$ cat src/rtl/core/rce_pkg.sv
// Package for the raised-cosine excitation block.
// Shared widths, codes and the controller/datapath command and status types.
// No dependencies.
package rce_pkg;

  localparam int unsigned GridPointsDef = 64;
  localparam int unsigned CosDepthDef   = 256;

  localparam int unsigned CfgIdxW  = 3;
  localparam int unsigned CfgDataW = 16;
  localparam int unsigned FieldW   = 16;
  localparam int unsigned IndexW   = 6;
  localparam int unsigned DecW     = 24;
  localparam int unsigned GridW    = 7;

  typedef enum logic [CfgIdxW-1:0] {
    CFG_GRID_POINTS    = 3'd0,
    CFG_WIDTH_SCALE    = 3'd1,
    CFG_DURATION_SCALE = 3'd2,
    CFG_FORCE_SCALE    = 3'd3
  } cfg_idx_e;

  typedef enum logic {
    REQ_START = 1'b0,
    REQ_TICK  = 1'b1
  } req_e;

  typedef enum logic [1:0] {
    OUT_NONE  = 2'd0,
    OUT_ACK   = 2'd1,
    OUT_IDLE  = 2'd2,
    OUT_POINT = 2'd3
  } out_kind_e;

  typedef enum logic {
    DIV_AMP   = 1'b0,
    DIV_POINT = 1'b1
  } div_sel_e;

  typedef struct packed {
    logic      load_in;
    logic      st1;
    logic      st2;
    logic      commit;
    logic      clear_exc;
    logic      div_start;
    div_sel_e  div_sel;
    logic      look;
    logic      first_point;
    logic      amp;
    logic      next_point;
    logic      count_down;
    out_kind_e out_kind;
  } rce_cmd_t;

  typedef struct packed {
    logic tick_live;
    logic div_done;
    logic point_last;
  } rce_sts_t;

endpackage

$ cat src/rtl/core/rce_ctrl.sv
// Controller state machine: sequences start setup, tick amplitude and the
// per-point loop, and owns both handshakes. Depends on rce_pkg.
module rce_ctrl (
  input  logic              clk_i,
  input  logic              rst_ni,
  input  logic              in_valid_i,
  input  logic              in_req_type_i,
  output logic              in_ready_o,
  output logic              out_valid_o,
  input  logic              out_ready_i,
  input  rce_pkg::rce_sts_t sts_i,
  output rce_pkg::rce_cmd_t cmd_o
);
  import rce_pkg::*;

  typedef enum logic [11:0] {
    S_IDLE  = 12'b0000_0000_0001,
    S_ST1   = 12'b0000_0000_0010,
    S_ST2   = 12'b0000_0000_0100,
    S_ST3   = 12'b0000_0000_1000,
    S_KDIV  = 12'b0000_0001_0000,
    S_KLOOK = 12'b0000_0010_0000,
    S_AMP   = 12'b0000_0100_0000,
    S_PSET  = 12'b0000_1000_0000,
    S_PDIV  = 12'b0001_0000_0000,
    S_PLOOK = 12'b0010_0000_0000,
    S_PMUL  = 12'b0100_0000_0000,
    S_OUT   = 12'b1000_0000_0000
  } state_e;

  state_e state_q, state_d;
  logic   loop_q, loop_d;

  always_comb begin
    state_d     = state_q;
    loop_d      = loop_q;
    cmd_o       = '0;
    cmd_o.div_sel  = DIV_AMP;
    cmd_o.out_kind = OUT_NONE;
    in_ready_o  = 1'b0;
    out_valid_o = 1'b0;
    case (state_q)
      S_IDLE: begin
        in_ready_o = 1'b1;
        if (in_valid_i) begin
          cmd_o.load_in = 1'b1;
          if (in_req_type_i == REQ_START) begin
            state_d = S_ST1;
          end else if (sts_i.tick_live) begin
            cmd_o.div_start = 1'b1;
            state_d         = S_KDIV;
          end else begin
            cmd_o.clear_exc = 1'b1;
            cmd_o.out_kind  = OUT_IDLE;
            loop_d          = 1'b0;
            state_d         = S_OUT;
          end
        end
      end
      S_ST1: begin
        cmd_o.st1 = 1'b1;
        state_d   = S_ST2;
      end
      S_ST2: begin
        cmd_o.st2 = 1'b1;
        state_d   = S_ST3;
      end
      S_ST3: begin
        cmd_o.commit   = 1'b1;
        cmd_o.out_kind = OUT_ACK;
        loop_d         = 1'b0;
        state_d        = S_OUT;
      end
      S_KDIV: begin
        if (sts_i.div_done) state_d = S_KLOOK;
      end
      S_KLOOK: begin
        cmd_o.look        = 1'b1;
        cmd_o.first_point = 1'b1;
        state_d           = S_AMP;
      end
      S_AMP: begin
        cmd_o.amp = 1'b1;
        state_d   = S_PSET;
      end
      S_PSET: begin
        cmd_o.div_sel   = DIV_POINT;
        cmd_o.div_start = 1'b1;
        state_d         = S_PDIV;
      end
      S_PDIV: begin
        cmd_o.div_sel = DIV_POINT;
        if (sts_i.div_done) state_d = S_PLOOK;
      end
      S_PLOOK: begin
        cmd_o.div_sel = DIV_POINT;
        cmd_o.look    = 1'b1;
        state_d       = S_PMUL;
      end
      S_PMUL: begin
        cmd_o.out_kind = OUT_POINT;
        loop_d         = 1'b1;
        state_d        = S_OUT;
      end
      S_OUT: begin
        out_valid_o = 1'b1;
        if (out_ready_i) begin
          if (loop_q && !sts_i.point_last) begin
            cmd_o.next_point = 1'b1;
            state_d          = S_PSET;
          end else begin
            if (loop_q) cmd_o.count_down = 1'b1;
            state_d = S_IDLE;
          end
        end
      end
      default: state_d = S_IDLE;
    endcase
  end

  always_ff @(posedge clk_i or negedge rst_ni) begin
    if (!rst_ni) begin
      state_q <= S_IDLE;
      loop_q  <= 1'b0;
    end else begin
      state_q <= state_d;
      loop_q  <= loop_d;
    end
  end

endmodule

$ cat config.mk
export PLATFORM = sky130hd
export DESIGN_NAME = rce_ctrl
export DESIGN_NICKNAME = d
export VERILOG_FILES = /design/src/rtl/core/rce_pkg.sv /design/src/rtl/core/rce_ctrl.sv
export SDC_FILE = /design/constraint.sdc
export NUM_CORES = 1
export LEC_CHECK = 0
export BUFFER_PORTS_ARGS = -buffer_cell sky130_fd_sc_hd__buf_2
export CORE_ASPECT_RATIO = 1.75
export CORE_MARGIN = 2
export CORE_UTILIZATION = 26
export DETAILED_ROUTE_END_ITERATION = 8
export HOLD_SLACK_MARGIN = 0.12
export PLACE_DENSITY = 0.54
export SYNTH_ARGS = -nofsm -noshare
export SYNTH_HDL_FRONTEND = slang
export SYNTH_SLANG_ARGS = --single-unit
$ cat constraint.sdc
create_clock -name clk_i -period 4.5 [get_ports clk_i]
set_input_delay 0.225 -clock clk_i [delete_from_list [all_inputs] [get_ports clk_i]]
set_output_delay 0.225 -clock clk_i [all_outputs]
set_load 0.1 [all_outputs]
Word-level counts from Yosys, hierarchy flattened

Cells that the tools add are included.

Flip-flop bits (word level): 13
Output and inout bits: 16
Bits of input ports: 8

Eq/ne operators: 18
Reduce and logical (&&, ||, !) cells: 8
Muxes and demuxes: 38

Operator list:

| cell                                                              | number |
|---|---|
| 12-bit one-hot mux with 11 select lines                           | 1 |
| 12-bit two-way mux                                                | 6 |
| 1-bit two-way mux                                                 | 20 |
| 2-bit two-way mux                                                 | 7 |
| 12-bit by 1-bit == test with 1-bit output, second input constant  | 1 |
| 12-bit by 10-bit == test with 1-bit output, second input constant | 1 |
| 12-bit by 11-bit == test with 1-bit output, second input constant | 1 |
| 12-bit == test, second input constant                             | 1 |
| 12-bit by 2-bit == test with 1-bit output, second input constant  | 1 |
| 12-bit by 3-bit == test with 1-bit output, second input constant  | 1 |
| 12-bit by 4-bit == test with 1-bit output, second input constant  | 1 |
| 12-bit by 5-bit == test with 1-bit output, second input constant  | 1 |
| 12-bit by 6-bit == test with 1-bit output, second input constant  | 1 |
| 12-bit by 7-bit == test with 1-bit output, second input constant  | 1 |
| 12-bit by 8-bit == test with 1-bit output, second input constant  | 1 |
| 12-bit by 9-bit == test with 1-bit output, second input constant  | 1 |
| 2-bit inequality test, second input constant                      | 6 |
| 8-bit two-way mux                                                 | 1 |
| 4-bit AND reduction                                               | 2 |
| 2-bit one-hot mux with 3 select lines                             | 1 |
| 2-bit OR reduction                                                | 2 |
| 1-bit one-hot mux with 3 select lines                             | 1 |
| 3-bit nonzero test                                                | 1 |
| 3-bit OR reduction                                                | 1 |
| other kinds (3)                                                   | 3 |

Longest topological paths before layout

Word-level depth: 5
Gate-level depth with buffers: 6

Worst setup path after synthesis

Ideal clock, no wire load.

Path kind: register -> output
Start: reg state_q[4]
End: out cmd_o[1] (netlist name)
Data arrival time: 4.722 ns
Stages on the path, launching flop included: 7
Path slack: -0.447 ns
Cell sequence: dfrtp_1 > buf_6 > nor4_4 > nand3_2 > nor3_1 > nand3b_1 > o21ai_0

RTL lines:

| item                   | line            | source |
|---|---|---|
| start, declared        | rce_ctrl.sv:31  | `state_e state_q, state_d;` |
| start signal, assigned | rce_ctrl.sv:126 | `state_q <= state_d;` |
| end, declared          | rce_ctrl.sv:12  | `output rce_pkg::rce_cmd_t cmd_o` |

==> results by group <==
GRT
  – Antenna violations before repair: 0
  – Global Route Usage Sum: 14.44%
  – Largest net degree at the start of global routing: 14
  – Total gr overflow: 0
  – First-pass GRT wire length: 3967 um
  – Vias in the first global route: 833

Synth
  – Area leader, netlist: dfrtp_1
  – Top cell type's share of synthesized area: 34.48%
  – Synthesized Nets: 103
  – Post-Synthesis Cell Area: 870.8 um2
  – Top post-synthesis cells by area: dfrtp_1, nor2_1, o21ai_0
  – Mean area per synthesized cell: 9.167 um2
  – Yosys cell types: 37
  – Yosys Warn Count: 0
  – Synthesized instance count: 95
  – EDFF count, synth: 0
  – Sequential area share after synthesis: 37.50%
  – Top-count cell post-synth: nor2_1
  – Dominant synthesized flop cell: dfrtp_1
  – Yosys reg bits: 13
  – Synth top cells by count: nor2_1, dfrtp_1, nand2_1, o21ai_0
  – Async SR Flop Fraction: 100.0%

STA
  – Min Tclk post-route: 2827 ps
  – Final hold violations: 0
  – Slew @ Worst Pin: 492.9 ps
  – # setup viols final: 0
  – Final worst-path cycle share: 62.82%
  – Max_slew headroom: 67.37%
  – Fin Setup TNS: 0 ps
  – Clock skew: 3.110 ps
  – RSZ-0062 raised after global routing: no
  – Max Slew Vio Count: 0
  – Fmax: 0.3537 GHz

Route
  – WL/cell: 14.38 um
  – DRC: 0
  – Initial DRT Pass Iterations: 4
  – Vias per cell: 5.085
  – WL final: 2359 um
  – Final ANT Viol Nets: 0
  – Initial DRC count: 25
  – Vias: 834

Clock tree
  – Hold buffers post-CTS: 1
  – Later-pin clock latency in the skew report: 240 ps
  – CTS tree: yes
  – Num CTS Buffers: 3
  – Clk slew on worst S/H paths: 60 ps
  – H-tree Lvls: 1
  – Clock tree buffer depth: 2
  – Clk sinks: 13
  – CTS Root Cell: clkbuf_8
  – # resized after CTS: 0
  – Postcts setup bufs: 0

Setup path
  – Crit Path Class: flop to output pin
  – Crit. Startpoint: state_q[8]$_DFFE_PN0P_
  – WP data required: 4280 ps
  – R2R Path End: state_q[7]$_DFFE_PN0P_
  – R2R Setup Slk: 2370 ps
  – Critical path endpoint: cmd_o[3]
  – Slowest cell on crit path: or4b_2
  – Crit path largest cell delay: 780 ps
  – Crit-path max FO: 7
  – Reg2Reg Depth: 5
  – WP data arrival: 2600 ps
  – Worst-path cell chain: or4b_2 -> or3_1 -> nor2_1 -> and2_1 -> buf_2
  – RR Startpoint: state_q[8]$_DFFE_PN0P_
  – Worst setup SP type: flop
  – Worst Setup End Kind: output pin

Pwr
  – Sw power: 0.0003914 W
  – Sw frac: 55.58%
  – Pwr dens: 649.2 nW/um2
  – Leakage: 0.5803 nW
  – Peak VDD IR: 0.2712 mV
  – Tot Pwr: 0.0007042 W
  – Power share of the clock group: 15.0%
  – Sequential share of power: 25.5%
  – Cell Int Power: 0.0003128 W
  – Logic pwr share: 59.5%

Outcome
  – Status: finished, final reports clean

Cells and area
  – Finished Layout Cells: 164
  – Area Overhead vs Synth: 24.57%
  – Ant diodes: 0
  – Final Net Count: 130
  – Final Instance Area: 1085 um2
  – Share of layout cells above drive strength 1: 31.40%

Place
  – Placed cell count: 159
  – Gpl congestion: 0.8544
  – # port buffers: 23
  – DP Area: 1028 um2
  – Post-DP HPWL: 1891 um

Floorplanning
  – Die X: 47.75 um
  – DIE AREA: 3847 um2
  – Initial Util: 27.42%
  – FP Rows: 27
  – Core area: 3176 um2
  – Io pins: 24
  – Die height: 80.56 um

Worst hold path
  – Worst Hold Launch: in_req_type_i
  – Min-Delay Path Class: primary input to flop

Flow run
  – Max Cap Viol: 0
==> how the worst min path moves through the flow <==
stage                                         to  depth (start not counted)  slack, ps
final                     state_q[1]$_DFFE_PN0P_                          2        180
after global routing      state_q[8]$_DFFE_PN0P_                          2        190
after floorplan               loop_q$_DFFE_PN0P_                          0        -70
after detailed placement  state_q[7]$_DFFE_PN0P_                          1        130
after CTS                 state_q[1]$_DFFE_PN0P_                          2        180
after global placement    state_q[7]$_DFFE_PN0P_                          1        140
==> flip-flops by register name, indices dropped and copies added (netlist names) <==
signal	cells
state_q	12
loop_q	1
==> critical path: cells and delay by family, from the launching register on <==
| kind | cells | cell delay, ps |
|---|---|---|
| simple gates | 4 | 1470 |
| flops | 1 | 460 |
| buf+inv | 1 | 420 |
==> metrics by stage <==
stage / util, % / setup slack [ps] / hold WS (ps)
6_report: 34.16 / 1673 / 175.9
5_1_grt: 34.16 / 1491 / 190.6
4_1_cts: 34.16 / 1682 / 177.2
3_5_place_dp: 32.39 / 1952 / 133.3
3_3_place_gp: 32.39 / 2016 / 138.9
2_1_floorplan: - / 596.8 / -70.59
==> per-layer routing <==
metal  GRT usage (%)  vias to the layer above  part of all wire, %
met5               0                        -                    0
met4           7.297                        0                  3.2
met3           1.348                        6                  2.3
met2           25.33                       18                   57
met1           15.95                      408                   38
li1                -                      402                    -
==> placed cells by master (no fill, tap or decap), types with 3 or more instances in the layout <==
cell type / n
buf_2: 23
nor2_1: 15
dfrtp_1: 12
nand2_1: 7
o21ai_0: 7
inv_1: 4
nor3_1: 3
and4b_1: 3
xor2_1: 3
nand4_1: 3
clkbuf_8: 3
==> power by group through the flow <==
stage	registers [W]	clock network, W	logic (W)
final	0.000180	0.000106	0.000419
after detailed placement	0.000182	0	0.000419
after CTS	0.000179	0.000108	0.000421
after global placement	0.000180	0	0.000420
after floorplan	0.000160	0	0.000370
after global routing	0.000186	0.000112	0.000451
==> kinds of logic after synthesis <==
kind of cell	after synthesis	share of synthesized area, %
AO/OA/AOI/OAI	16	14.94
flip-flops	13	37.50
buffers and inverters	6	3.591
AND/OR/NAND/NOR	56	39.94
XOR/XNOR	4	4.024
==> area by class of cell <==
class,instances,area (um2)
Multi-Input combinational cell,76,518.0
Clock buffer,3,41.29
Fill cell,355,2091
Clock inverter,1,5.005
Tap cell,43,53.80
Inverter,4,15.01
Timing Repair Buffer,24,125.1
Sequential cell,13,326.6
(Power assumes the default switching activity.)
